### src/rtl/lrl_pkg.sv
// lrl_pkg: shared types and constants for the LRU replacement list.
// Used by lrl_cell and lru_replacement_list; no dependencies.
package lrl_pkg;

    localparam int ENTRIES_DEF      = 16;
    localparam int PAGE_ID_BITS_DEF = 10;

    localparam logic OP_TOUCH = 1'b0;
    localparam logic OP_EVICT = 1'b1;

    localparam logic [1:0] STATUS_OK    = 2'd0;
    localparam logic [1:0] STATUS_FULL  = 2'd1;
    localparam logic [1:0] STATUS_EMPTY = 2'd2;

    typedef enum logic [1:0] {
        S_IDLE,
        S_LOOK,
        S_UPD
    } lrl_state_t;

    // Per-cell control from the sequencer.
    typedef struct packed {
        logic look;     // compare the request page this cycle
        logic occupied; // cell lies below the fill count
        logic shift;    // take the neighbor's page this cycle
    } lrl_cell_ctrl_t;

endpackage

### src/rtl/lrl_cell.sv
// lrl_cell: one slot of the recency stack; holds a page id, flags a match
// and takes its more-recent neighbor's page on a shift. Depends on lrl_pkg.
module lrl_cell #(
    parameter int PAGE_ID_BITS = lrl_pkg::PAGE_ID_BITS_DEF
) (
    input  logic                       aclk,
    input  lrl_pkg::lrl_cell_ctrl_t    ctrl,
    input  logic [PAGE_ID_BITS-1:0]    req_page,
    input  logic [PAGE_ID_BITS-1:0]    prev_page,
    output logic [PAGE_ID_BITS-1:0]    page,
    output logic                       match
);
    import lrl_pkg::*;

    logic [PAGE_ID_BITS-1:0] page_reg;
    logic                    match_reg;

    always_ff @(posedge aclk) begin
        if (ctrl.look) begin
            match_reg <= ctrl.occupied && (page_reg == req_page);
        end
        if (ctrl.shift) begin
            page_reg <= prev_page;
        end
    end

    assign page  = page_reg;
    assign match = match_reg;

endmodule

### src/rtl/lru_replacement_list.sv
// lru_replacement_list: top level of the true-LRU replacement stack.
// Depends on lrl_pkg and lrl_cell.
//
// Usage:
//   Request channel s_*: s_op selects touch (move/insert s_page_id as most
//   recent) or evict (remove the least-recent page). Result channel m_*:
//   one result per request with m_status, m_victim_valid, m_victim_page.
//   The list is a row of ENTRIES cells; cell 0 holds the most recent page.
//   Each request passes through a compare state (S_LOOK), where every
//   cell compares its page to the request in parallel and registers a
//   match flag, and an update state (S_UPD), where on a touch that hits
//   or finds room the cells at or above the hit (or fill) point shift one
//   place toward the least-recent end and the result is loaded into the
//   output register. A new request is accepted in the update state as the
//   previous one commits.
//   Reset (aresetn low, synchronous) empties the list and drops any pending
//   result; cell contents are not cleared, only the fill count.
//   If the receiver stalls, the finished result waits in the output
//   register while one further request is accepted and looked up; its
//   update then holds until the output register frees.
module lru_replacement_list #(
    parameter int ENTRIES      = lrl_pkg::ENTRIES_DEF,
    parameter int PAGE_ID_BITS = lrl_pkg::PAGE_ID_BITS_DEF
) (
    input  logic                    aclk,
    input  logic                    aresetn,
    input  logic                    s_valid,
    output logic                    s_ready,
    input  logic                    s_op,
    input  logic [PAGE_ID_BITS-1:0] s_page_id,
    output logic                    m_valid,
    input  logic                    m_ready,
    output logic [1:0]              m_status,
    output logic                    m_victim_valid,
    output logic [PAGE_ID_BITS-1:0] m_victim_page
);
    import lrl_pkg::*;

    localparam int CW = $clog2(ENTRIES + 1);
    localparam logic [CW-1:0] FULL_COUNT = CW'(ENTRIES);

    // sequencer
    lrl_state_t state_reg, state_next;
    logic       out_free;
    logic       accept;
    logic       commit;

    // request registers
    logic                    req_op_reg;
    logic [PAGE_ID_BITS-1:0] req_page_reg;

    // fill count
    logic [CW-1:0] count_reg, count_next;

    // output register
    logic                    m_valid_reg;
    logic [1:0]              m_status_reg, m_status_next;
    logic                    m_victim_valid_reg, m_victim_valid_next;
    logic [PAGE_ID_BITS-1:0] m_victim_page_reg, m_victim_page_next;

    // cell row
    logic [PAGE_ID_BITS-1:0] cell_page [ENTRIES];
    logic [ENTRIES-1:0]      match_vec;
    logic [ENTRIES-1:0]      shift_hit;   // cell at or above the hit slot
    logic [ENTRIES-1:0]      shift_fill;  // cell at or above the insert slot
    logic [ENTRIES-1:0]      last_sel;    // one-hot: least-recent cell
    logic [PAGE_ID_BITS-1:0] victim_terms [ENTRIES];
    logic [PAGE_ID_BITS-1:0] victim_page;
    logic                    hit;
    logic                    do_shift_hit;
    logic                    do_shift_fill;

    assign out_free = !m_valid_reg || m_ready;
    assign commit   = (state_reg == S_UPD) && out_free;
    assign s_ready  = (state_reg == S_IDLE) || commit;
    assign accept   = s_valid && s_ready;
    assign hit      = |match_vec;

    always_ff @(posedge aclk) begin
        if (!aresetn) begin
            state_reg <= S_IDLE;
        end else begin
            state_reg <= state_next;
        end
    end

    always_comb begin
        state_next = state_reg;
        case (state_reg)
            S_IDLE: begin
                if (accept) state_next = S_LOOK;
            end
            S_LOOK: begin
                state_next = S_UPD;
            end
            S_UPD: begin
                if (commit) state_next = accept ? S_LOOK : S_IDLE;
            end
            default: begin
                state_next = S_IDLE;
            end
        endcase
    end

    always_ff @(posedge aclk) begin
        if (accept) begin
            req_op_reg   <= s_op;
            req_page_reg <= s_page_id;
        end
    end

    // cells
    generate
        for (genvar k = 0; k < ENTRIES; k++) begin : g_cell
            localparam logic [CW-1:0]      IDX  = CW'(k);
            localparam logic [CW-1:0]      IDX1 = CW'(k + 1);
            localparam logic [ENTRIES-1:0] GE_MASK =
                ~((ENTRIES'(1) << k) - ENTRIES'(1));

            lrl_cell_ctrl_t          ctrl;
            logic [PAGE_ID_BITS-1:0] prev_page;

            assign shift_hit[k]  = |(match_vec & GE_MASK);
            assign shift_fill[k] = (IDX <= count_reg);
            assign last_sel[k]   = (IDX1 == count_reg);

            assign ctrl.look     = (state_reg == S_LOOK);
            assign ctrl.occupied = (IDX < count_reg);
            assign ctrl.shift    = (do_shift_hit && shift_hit[k]) ||
                                   (do_shift_fill && shift_fill[k]);

            if (k == 0) begin : g_head
                assign prev_page = req_page_reg;
            end else begin : g_body
                assign prev_page = cell_page[k-1];
            end

            assign victim_terms[k] = cell_page[k] & {PAGE_ID_BITS{last_sel[k]}};

            lrl_cell #(
                .PAGE_ID_BITS (PAGE_ID_BITS)
            ) u_cell (
                .aclk      (aclk),
                .ctrl      (ctrl),
                .req_page  (req_page_reg),
                .prev_page (prev_page),
                .page      (cell_page[k]),
                .match     (match_vec[k])
            );
        end
    endgenerate

    always_comb begin
        victim_page = '0;
        for (int k = 0; k < ENTRIES; k++) begin
            victim_page = victim_page | victim_terms[k];
        end
    end

    // update decision
    always_comb begin
        do_shift_hit        = 1'b0;
        do_shift_fill       = 1'b0;
        count_next          = count_reg;
        m_status_next       = STATUS_OK;
        m_victim_valid_next = 1'b0;
        m_victim_page_next  = '0;
        if (commit) begin
            if (req_op_reg == OP_TOUCH) begin
                if (hit) begin
                    do_shift_hit = 1'b1;
                end else if (count_reg < FULL_COUNT) begin
                    do_shift_fill = 1'b1;
                    count_next    = count_reg + CW'(1);
                end else begin
                    m_status_next = STATUS_FULL;
                end
            end else begin
                if (count_reg == '0) begin
                    m_status_next = STATUS_EMPTY;
                end else begin
                    count_next          = count_reg - CW'(1);
                    m_victim_valid_next = 1'b1;
                    m_victim_page_next  = victim_page;
                end
            end
        end
    end

    always_ff @(posedge aclk) begin
        if (!aresetn) begin
            count_reg   <= '0;
            m_valid_reg <= 1'b0;
        end else begin
            count_reg <= count_next;
            if (commit) begin
                m_valid_reg <= 1'b1;
            end else if (m_ready) begin
                m_valid_reg <= 1'b0;
            end
        end
    end

    always_ff @(posedge aclk) begin
        if (commit) begin
            m_status_reg       <= m_status_next;
            m_victim_valid_reg <= m_victim_valid_next;
            m_victim_page_reg  <= m_victim_page_next;
        end
    end

    assign m_valid        = m_valid_reg;
    assign m_status       = m_status_reg;
    assign m_victim_valid = m_victim_valid_reg;
    assign m_victim_page  = m_victim_page_reg;

endmodule
### config.mk
export PLATFORM = sky130hd
export DESIGN_NAME = lru_replacement_list
export DESIGN_NICKNAME = d
export VERILOG_FILES = /design/src/rtl/lrl_pkg.sv /design/src/rtl/lrl_cell.sv /design/src/rtl/lru_replacement_list.sv
export SDC_FILE = /design/constraint.sdc
export NUM_CORES = 1
export LEC_CHECK = 0
export ABC_AREA = 1
export BUFFER_PORTS_ARGS = -buffer_cell sky130_fd_sc_hd__buf_2
export CAP_MARGIN = 20
export CORE_UTILIZATION = 35
export DETAILED_ROUTE_END_ITERATION = 10
export GPL_TIMING_DRIVEN = 0
export SYNTH_ARGS = -nofsm -noshare
export SYNTH_HDL_FRONTEND = slang
export SYNTH_SLANG_ARGS = --single-unit
### constraint.sdc
create_clock -name aclk -period 3.8 [get_ports aclk]
set_clock_uncertainty 0.05 [all_clocks]
set_input_delay 0.76 -clock aclk [delete_from_list [all_inputs] [get_ports aclk]]
set_output_delay 0.76 -clock aclk [all_outputs]
set_load 0.05 [all_outputs]
==> results of run 1 <==
where the power goes:
part | switching (mW) | leakage, nW | total (mW) | internal [mW]
Clock | 0.934 | 0.369 | 2.31 | 1.37
Sequential | 0.0419 | 1.90 | 2.58 | 2.54
Combinational | 0.225 | 2.28 | 0.322 | 0.0968
cell usage in the layout, fill, tap and decap left out, types with 5 or more instances in the layout:
cell and instances:
xnor2_1 86, nand4_1 50, inv_1 57, dfxtp_1 8, nor2_1 135, o21ai_0 35, ha_1 5, a21oi_1 19
nor2_2 9, nor3_1 15, nand2_1 230, clkbuf_1 12, xor2_1 27, nand3_1 98, edfxtp_1 200, buf_2 63
buf_4 9, clkbuf_16 23, o22ai_1 17, clkinv_1 7
metrics by stage:
step           std cells  cell area [sq um]  TNS, ns  util [%]
6_report            1539              12060        0     40.58
5_1_grt             1539              12060        0     40.58
4_1_cts             1539              12060        0     40.58
3_5_place_dp        1500              11290        0     38.00
3_3_place_gp        1489              11210   -30.73     37.73
2_1_floorplan       1070              10580        0         -
per-layer routing:
layer / vias to the layer above / global-route usage (%) / part of all wire (%)
met3: 91 / 4.048 / 11
met2: 534 / 39.44 / 45
met5: - / 0 / 0
met1: 4087 / 33.57 / 40
met4: 0 / 8.623 / 3.6
li1: 3823 / - / -
layout make-up:
type                    instances  share of cell area [%]
flip-flops and latches        208                   51.13
multi-input cells             756                   32.90
clock buffers                  23                   4.773
well taps                     390                   4.046
inverters                      60                   1.868
plain buffers                  46                   1.857
repair buffers                 40                   1.847
clock inverters                16                   1.577
cell usage after synthesis, drive strengths merged, types with 4 or more instances:
cell	number
a211oi	4
a21oi	19
buf	34
clkbuf	12
dfxtp	8
edfxtp	200
ha	5
inv	58
nand2	232
nand3	99
nand4	50
nor2	146
nor3	15
o211ai	4
o21ai	38
o22ai	17
xnor2	86
xor2	27
how the worst max path moves through the flow:
stage                                        from                         to  cells past startpoint
final                     g_cell[15].u_cell.match  g_cell[14].u_cell.page[6]                     10
after global routing      g_cell[15].u_cell.match  g_cell[14].u_cell.page[6]                     10
after CTS                 g_cell[15].u_cell.match  g_cell[14].u_cell.page[6]                     10
after detailed placement                  m_ready  g_cell[14].u_cell.page[6]                     10
after global placement                    m_ready   g_cell[0].u_cell.page[0]                      7
after floorplan                           m_ready  g_cell[10].u_cell.page[0]                      6
kinds of logic after synthesis:
logic type      after synthesis  share of synthesized area (%)
simple gates                548                          22.62
fa+ha+maj                     5                         0.5913
buf+inv                     106                          4.245
xor+xnor                    113                          9.354
flops                       208                          58.28
compound gates               90                          4.908
==> results.json, run 1 <==
{
  "dp_hpwl_microns": 28240,
  "finalCriticalPeriod_ns": 3.266,
  "io_buffers": 29,
  "crit_path_max_incr_delay_ns": 0.46,
  "fillCellCount": 2846,
  "synth-edff-count": 200,
  "wl_per_cell_microns": 24.56,
  "critical-path-top-delay-family": "simple AND/OR/NAND/NOR gates",
  "async_flop_share_pct": 0,
  "power.density_nw_per_um2": 432.1,
  "crit_path_top_delay_cell": "inv_1",
  "synth_area_sq_um": 10580,
  "hold_viol": 0,
  "holdPathStages": 1,
  "antenna_found_initial": 0,
  "drive_above_1_share_pct": 10.88,
  "tightest_slew_ns": 1.120,
  "worstSetupStartpointType": "flop",
  "gp_congestion": 0.9954,
  "grt.total_usage_pct": 24.60,
  "dieArea_sq_um": 30930,
  "power_mw": 5.210,
  "yosys_most_used_dff": "edfxtp_1",
  "setup_viol": 0,
  "cts_buffer_depth": 3,
  "drc": 0,
  "cts.sinks": 208,
  "die_w_microns": 175.9,
  "critPathArrivalTime_ns": 3.43,
  "path_buf_inv": 3,
  "min_period_over_period_pct": 85.95,
  "clk_latency_ns": 0.54,
  "max_freq_ghz": 0.3062,
  "path_class": "flop to flop",
  "cp-end-kind": "flop",
  "cts_resized": 0,
  "regToRegSetupSlack_ns": 0.53,
  "hold_slack_ns": 0.3512,
  "n_antenna_cell": 0,
  "ys_seq_elements": 208,
  "holdPathEnd": "req_op_reg",
  "synthTopCellsByArea": "edfxtp_1 57%, nand2_1 8.2%, xnor2_1 7.1%, nor2_1 4.8%, nand3_1 4.6%",
  "synth_warnings": 0,
  "p_leak_nw": 4.548,
  "critPathRequiredTime_ns": 3.96,
  "cts_root_buf": "clkbuf_16",
  "grt_pass1_wl_microns": 54180,
  "setup_ws_ns": 0.5341,
  "hp-start": "s_op",
  "slew_headroom_pct": 25.33,
  "first_pass_iters": 6,
  "row_count": 63,
  "cts_setup_buffers": 0,
  "largest_reg_flops": 160,
  "core-area_sq_um": 29720,
  "yosys.area.top_type": "edfxtp_1",
  "synth.distinct_cells": 35,
  "via_per_inst": 5.546,
  "max-vdd-ir-drop_mv": 0.3253,
  "clk_pin_slew_ns": 0.06,
  "ctsHoldBuffers": 0,
  "drtIter0Drc": 1307,
  "final_nets": 1155,
  "post-place-ws_ns": 0.5341,
  "syn_area_per_cell_sq_um": 9.888,
  "path_cells": "nor2_1 -> nand2_1 -> nor2_4 -> nand2_1 -> inv_1 -> nand2_2 -> inv_1 -> o21ai_0 -> o21ai_0 -> buf_2",
  "numCtsBuffers": 23,
  "drv_cap": 0,
  "cts_tree": "yes",
  "worstReg2RegStart": "g_cell[15].u_cell.match",
  "start_util_pct": 35.60,
  "grt-ovfl-total": 0,
  "grt_pass1_vias": 8182,
  "io_pins": 30,
  "ff2ff_path_depth": 10,
  "syn_nets": 1090,
  "vias": 8535,
  "cts_max_level": 1,
  "final-seq-area_sq_um": 6166,
  "slew_viol_final": 0,
  "routed_wl_microns": 37790,
  "outcome": "completed",
  "yosysSeqAreaShare_pct": 58.28,
  "area_growth_pct": 13.98,
  "final_antenna_net_count": 0,
  "rsz0062_at_grt": "false",
  "synthCells": 1070,
  "synth.top_cell.area_share_pct": 56.76,
  "fp.dieH_microns": 175.9,
  "crit_fanout": 10,
  "grt_max_degree": 15,
  "rr_endpoint": "g_cell[14].u_cell.page[6]",
  "multi_input_area_sq_um": 3968,
  "hold_path.class": "input port to flop"
}
Note: power is estimated with default switching activity, not from simulation.
==> run 2: changes to the inputs <==
--- a/config.mk
+++ b/config.mk
@@ -8,9 +8,10 @@
 export ABC_AREA = 1
 export BUFFER_PORTS_ARGS = -buffer_cell sky130_fd_sc_hd__buf_2
 export CAP_MARGIN = 20
-export CORE_UTILIZATION = 35
+export CORE_UTILIZATION = 51
 export DETAILED_ROUTE_END_ITERATION = 10
 export GPL_TIMING_DRIVEN = 0
+export PLACE_DENSITY = 0.67
 export SYNTH_ARGS = -nofsm -noshare
 export SYNTH_HDL_FRONTEND = slang
 export SYNTH_SLANG_ARGS = --single-unit
==> run 2 against run 1 <==
Non-clock buffer count is 1 lower. Utilization is 18 points higher. Fmax is 0.19% higher. Combinational power is 2% higher. Clock power is 6% lower. Sequential cell count stayed put. Sequential share of layout area is 0.92 points higher. Register-to-register slack hardly changed. Via count is 2.2% higher. Final cell count is 7.7% lower. Sequential power hardly changed. Critical path type unchanged. Largest power group unchanged. Highest routed layer unchanged.
==> results.json, run 2 (synthesized netlist as in run 1, its figures left out) <==
{
  "crit_fanout": 10,
  "core-area_sq_um": 20300,
  "row_count": 52,
  "power_mw": 5.067,
  "slew_viol_final": 0,
  "wl_per_cell_microns": 26.89,
  "ctsHoldBuffers": 0,
  "grt_max_degree": 14,
  "final_cell_mix": "230 x nand2_1, 200 x edfxtp_1, 135 x nor2_1",
  "numCtsBuffers": 23,
  "hold_viol": 0,
  "final_nets": 1154,
  "tightest_slew_ns": 1.021,
  "setup_viol": 0,
  "vias": 8722,
  "cts_resized": 0,
  "slew_headroom_pct": 31.50,
  "power.density_nw_per_um2": 427.7,
  "dieArea_sq_um": 21320,
  "cts_max_level": 1,
  "grt-ovfl-total": 0,
  "grt_pass1_vias": 8245,
  "worstReg2RegStart": "count_reg[0]",
  "fin_util_pct": 58.36,
  "drive_above_1_share_pct": 10.26,
  "fin_area_sq_um": 11850,
  "path_class": "flop to flop",
  "holdPathStages": 1,
  "max-vdd-ir-drop_mv": 0.4325,
  "grt_pass1_wl_microns": 54830,
  "fp.dieH_microns": 146.0,
  "antenna_found_initial": 0,
  "critPathArrivalTime_ns": 3.42,
  "drv_cap": 0,
  "regToRegSetupSlack_ns": 0.54,
  "first_pass_iters": 8,
  "via_per_inst": 6.142,
  "clk_pin_slew_ns": 0.06,
  "rr_endpoint": "g_cell[10].u_cell.page[8]",
  "outcome": "completed",
  "final_common_cell": "nand2_1",
  "p_leak_nw": 4.517,
  "finalCriticalPeriod_ns": 3.260,
  "rsz0062_at_grt": "false",
  "cts_setup_buffers": 0,
  "hold_path.class": "input port to flop",
  "gp_congestion": 1.004,
  "worstSetupStartpointType": "flop",
  "cts_root_buf": "clkbuf_16",
  "largest_reg_flops": 160,
  "cts_tree": "yes",
  "die_w_microns": 146.0,
  "drc": 0,
  "io_buffers": 29,
  "ff2ff_path_depth": 9,
  "max_freq_ghz": 0.3068,
  "holdPathEnd": "g_cell[0].prev_page[0]",
  "final_antenna_net_count": 0,
  "area_growth_pct": 11.97,
  "cp-end-kind": "flop",
  "io_pins": 30,
  "cts_buffer_depth": 3,
  "instances_no_fill": 1420,
  "start_util_pct": 52.12,
  "cts.sinks": 208,
  "grt.total_usage_pct": 36.25,
  "routed_wl_microns": 38180,
  "clk_latency_ns": 0.52,
  "dpl_cell_area_sq_um": 11130,
  "critPathRequiredTime_ns": 3.96,
  "min_period_over_period_pct": 85.78,
  "hp-start": "s_page_id[0]",
  "dp.cells": 1378,
  "dp_hpwl_microns": 28340,
  "n_antenna_cell": 0,
  "drtIter0Drc": 1092
}
-- run 2: layout make-up --
class | instances | area, sq um
multi-input cells | 756 | 3968
well taps | 270 | 337.8
repair buffers | 39 | 217.7
inverters | 60 | 225.2
flip-flops and latches | 208 | 6166
fillers | 1783 | 8453
plain buffers | 46 | 224.0
clock inverters | 8 | 85.08
clock buffers | 33 | 623.1
-- run 2: worst max-delay path by stage --
stage | to | startpoint | slack (ns) | depth (start not counted)
floorplan | g_cell[10].u_cell.page[0] | m_ready | 0.66 | 6
global placement | g_cell[2].u_cell.page[9] | m_ready | -0.49 | 7
detailed placement | g_cell[2].u_cell.page[6] | m_ready | 0.36 | 7
CTS | g_cell[10].u_cell.page[3] | count_reg[0] | 0.67 | 9
global route | g_cell[10].u_cell.page[4] | count_reg[0] | 0.47 | 9
finish | g_cell[10].u_cell.page[8] | count_reg[0] | 0.54 | 9
-- run 2: critical path, stage by stage (launching register included) --
cell and delay, ns:
dfxtp_1 0.34, buf_2 0.19, inv_1 0.27, ha_1 0.33, inv_1 0.06, nor2_1 0.39
buf_2 0.41, a21oi_1 0.12, o21ai_0 0.49, buf_2 0.30
-- run 2: through the flow --
stage	hold WS [ns]	setup TNS (ns)	worst slack, ns
after global routing	0.3589	0	0.4728
final	0.3696	0	0.5403
after global placement	0.3764	-36.66	-0.4896
after CTS	0.3557	0	0.6699
after floorplan	0.3706	0	0.6578
after detailed placement	0.3825	0	0.3627
-- run 2: per-layer routing --
layer	vias up	GRT usage (%)	part of all wire, %
met5	-	0	0
met4	0	17.19	5.1
met3	108	6.188	10
met2	585	57.22	46
met1	4211	49.03	39
li1	3818	-	-
-- run 2: power breakdown --
part	leakage, nW	internal, mW	switching [mW]
logic	2.28	0.0967	0.231
registers	1.90	2.54	0.0390
clock network	0.344	1.27	0.891
total	4.52	3.91	1.16
==> run 3: changes to the inputs <==
--- a/config.mk
+++ b/config.mk
@@ -8,10 +8,12 @@
 export ABC_AREA = 1
 export BUFFER_PORTS_ARGS = -buffer_cell sky130_fd_sc_hd__buf_2
 export CAP_MARGIN = 20
-export CORE_UTILIZATION = 51
+export CELL_PAD_IN_SITES_DETAIL_PLACEMENT = 1
+export CELL_PAD_IN_SITES_GLOBAL_PLACEMENT = 2
+export CORE_UTILIZATION = 41
 export DETAILED_ROUTE_END_ITERATION = 10
 export GPL_TIMING_DRIVEN = 0
-export PLACE_DENSITY = 0.67
+export PLACE_DENSITY_LB_ADDON = 0.1
 export SYNTH_ARGS = -nofsm -noshare
 export SYNTH_HDL_FRONTEND = slang
 export SYNTH_SLANG_ARGS = --single-unit
==> run 3 against run 2 <==
Final cell count grew 4.5%. Die area grew 24%. Register-to-register slack lost 0.22 ns. Global-route usage shrank 3.6 points. Final area grew 1.0%. Combinational power grew 3%. First-iteration DRC count shrank 21%. Setup slack lost 0.22 ns. Critical endpoint is now g_cell[14].u_cell.page[9]. Highest routed layer unchanged.
==> results.json, run 3 (synthesized netlist as in run 1, its figures left out) <==
{
  "clk_pin_slew_ns": 0.06,
  "cts_setup_buffers": 0,
  "use_met3_pct": 6.519,
  "final_common_cell": "nand2_1",
  "tightest_slew_ns": 1.096,
  "min_period_over_period_pct": 91.63,
  "multi_input_area_sq_um": 3970,
  "antenna_found_initial": 0,
  "grt.total_usage_pct": 32.67,
  "numCtsBuffers": 25,
  "max_freq_ghz": 0.2872,
  "power.density_nw_per_um2": 430.1,
  "wl_per_cell_microns": 28.32,
  "die_w_microns": 162.6,
  "clk_latency_ns": 0.54,
  "p_leak_nw": 4.544,
  "fillCellCount": 2883,
  "cts.sinks": 208,
  "path_cells": "nor2_1 -> nand2_1 -> nor2_4 -> nand2_1 -> inv_1 -> nand2_2 -> inv_1 -> o21ai_0 -> o21ai_0 -> buf_2",
  "area_growth_pct": 13.10,
  "outcome": "completed",
  "drv_cap": 0,
  "hold_slack_ns": 0.3448,
  "hp-start": "s_page_id[5]",
  "rr_endpoint": "g_cell[14].u_cell.page[9]",
  "slew_headroom_pct": 26.91,
  "dpl_cell_area_sq_um": 11230,
  "critical-path-top-delay-family": "simple AND/OR/NAND/NOR gates",
  "dp.cells": 1440,
  "crit_path_top_delay_cell": "inv_1",
  "ctsHoldBuffers": 0,
  "hold_path.class": "input port to flop",
  "critPathArrivalTime_ns": 3.67,
  "path_class": "flop to flop",
  "gp_congestion": 0.9523,
  "io_pins": 30,
  "start_util_pct": 41.89,
  "setup_viol": 0,
  "drive_above_1_share_pct": 11.01,
  "instances_no_fill": 1484,
  "via_per_inst": 5.784,
  "grt_pass1_wl_microns": 59930,
  "ff2ff_path_depth": 10,
  "holdPathEnd": "g_cell[0].prev_page[5]",
  "cts_buffer_depth": 3,
  "drtIter0Drc": 865,
  "finalCriticalPeriod_ns": 3.482,
  "cts_max_level": 1,
  "dp_hpwl_microns": 31700,
  "row_count": 58,
  "first_pass_iters": 5,
  "final_cell_mix": "230 x nand2_1, 200 x edfxtp_1, 134 x nor2_1",
  "grt_pass1_vias": 8609,
  "io_buffers": 29,
  "fin_setup_tns_ns": 0,
  "final_antenna_net_count": 0,
  "routed_wl_microns": 42020,
  "cp-end-kind": "flop",
  "dieArea_sq_um": 26450,
  "core-area_sq_um": 25250,
  "drc": 0,
  "path_buf_inv": 3,
  "crit_fanout": 10,
  "regToRegSetupSlack_ns": 0.32,
  "cts_tree": "yes",
  "grt_use_met1_pct": 43.98,
  "worstSetupStartpointType": "flop",
  "cts_root_buf": "clkbuf_16",
  "grt-ovfl-total": 0,
  "grt_max_degree": 13,
  "hold_viol": 0,
  "crit_path_max_incr_delay_ns": 0.55,
  "worstReg2RegStart": "g_cell[15].u_cell.match",
  "critPathRequiredTime_ns": 3.99,
  "vias": 8584,
  "cts_resized": 0,
  "grt_use_met2_pct": 49.86,
  "fp.dieH_microns": 162.6,
  "final_nets": 1157,
  "top_usage_layer": "met2",
  "rsz0062_at_grt": "false",
  "final-seq-area_sq_um": 6166,
  "largest_reg_flops": 160,
  "holdPathStages": 1,
  "fin_area_sq_um": 11970,
  "max-vdd-ir-drop_mv": 0.2998,
  "slew_viol_final": 0
}
run 3: per-stage QoR:
| step | worst slack [ns] | power [mW] | utilization (%) |
|---|---|---|---|
| floorplan | 0.6578 | 2.817 | - |
| global placement | -1.004 | 2.949 | 44.10 |
| detailed placement | 0.3255 | 2.962 | 44.45 |
| CTS | 0.4345 | 5.162 | 47.37 |
| global route | 0.2821 | 5.262 | 47.37 |
| finish | 0.3181 | 5.146 | 47.38 |
run 3: layout make-up:
cell class	count	area share (%)
inverters	60	1.882
plain buffers	46	1.872
multi-input cells	756	33.18
well taps	330	3.450
repair buffers	40	1.903
clock buffers	34	5.761
flip-flops and latches	208	51.53
diodes	1	0.02091
clock inverters	9	0.4078
run 3: worst max-delay path by stage:
stage | depth (start not counted) | to | from
after detailed placement | 8 | g_cell[2].u_cell.page[4] | m_ready
after CTS | 10 | g_cell[14].u_cell.page[4] | g_cell[15].u_cell.match
after floorplan | 6 | g_cell[10].u_cell.page[0] | m_ready
final | 10 | g_cell[14].u_cell.page[9] | g_cell[15].u_cell.match
after global routing | 8 | g_cell[1].u_cell.page[6] | g_cell[15].u_cell.match
after global placement | 7 | g_cell[2].u_cell.page[4] | m_ready
run 3: metal layers:
layer	part of all wire, %	vias up	wire, microns
met5	0	-	0
met4	5.3	0	2240
met3	8.2	103	3466
met2	44	410	18680
met1	42	4242	17640
li1	-	3829	-
run 3: worst register-to-register path, delay by kind of cell, from the launching register on:
| family | cells | cell delay, ns |
|---|---|---|
| and+or+nand+nor | 5 | 1.18 |
| DFF | 1 | 0.43 |
| buffers and inverters | 3 | 1.01 |
| AOI/OAI and AO/OA | 2 | 0.51 |
run 3: power by group:
group,internal (mW),total [mW],switching (mW)
Combinational,0.0975,0.337,0.239
Sequential,2.54,2.58,0.0421
Clock,1.26,2.23,0.967
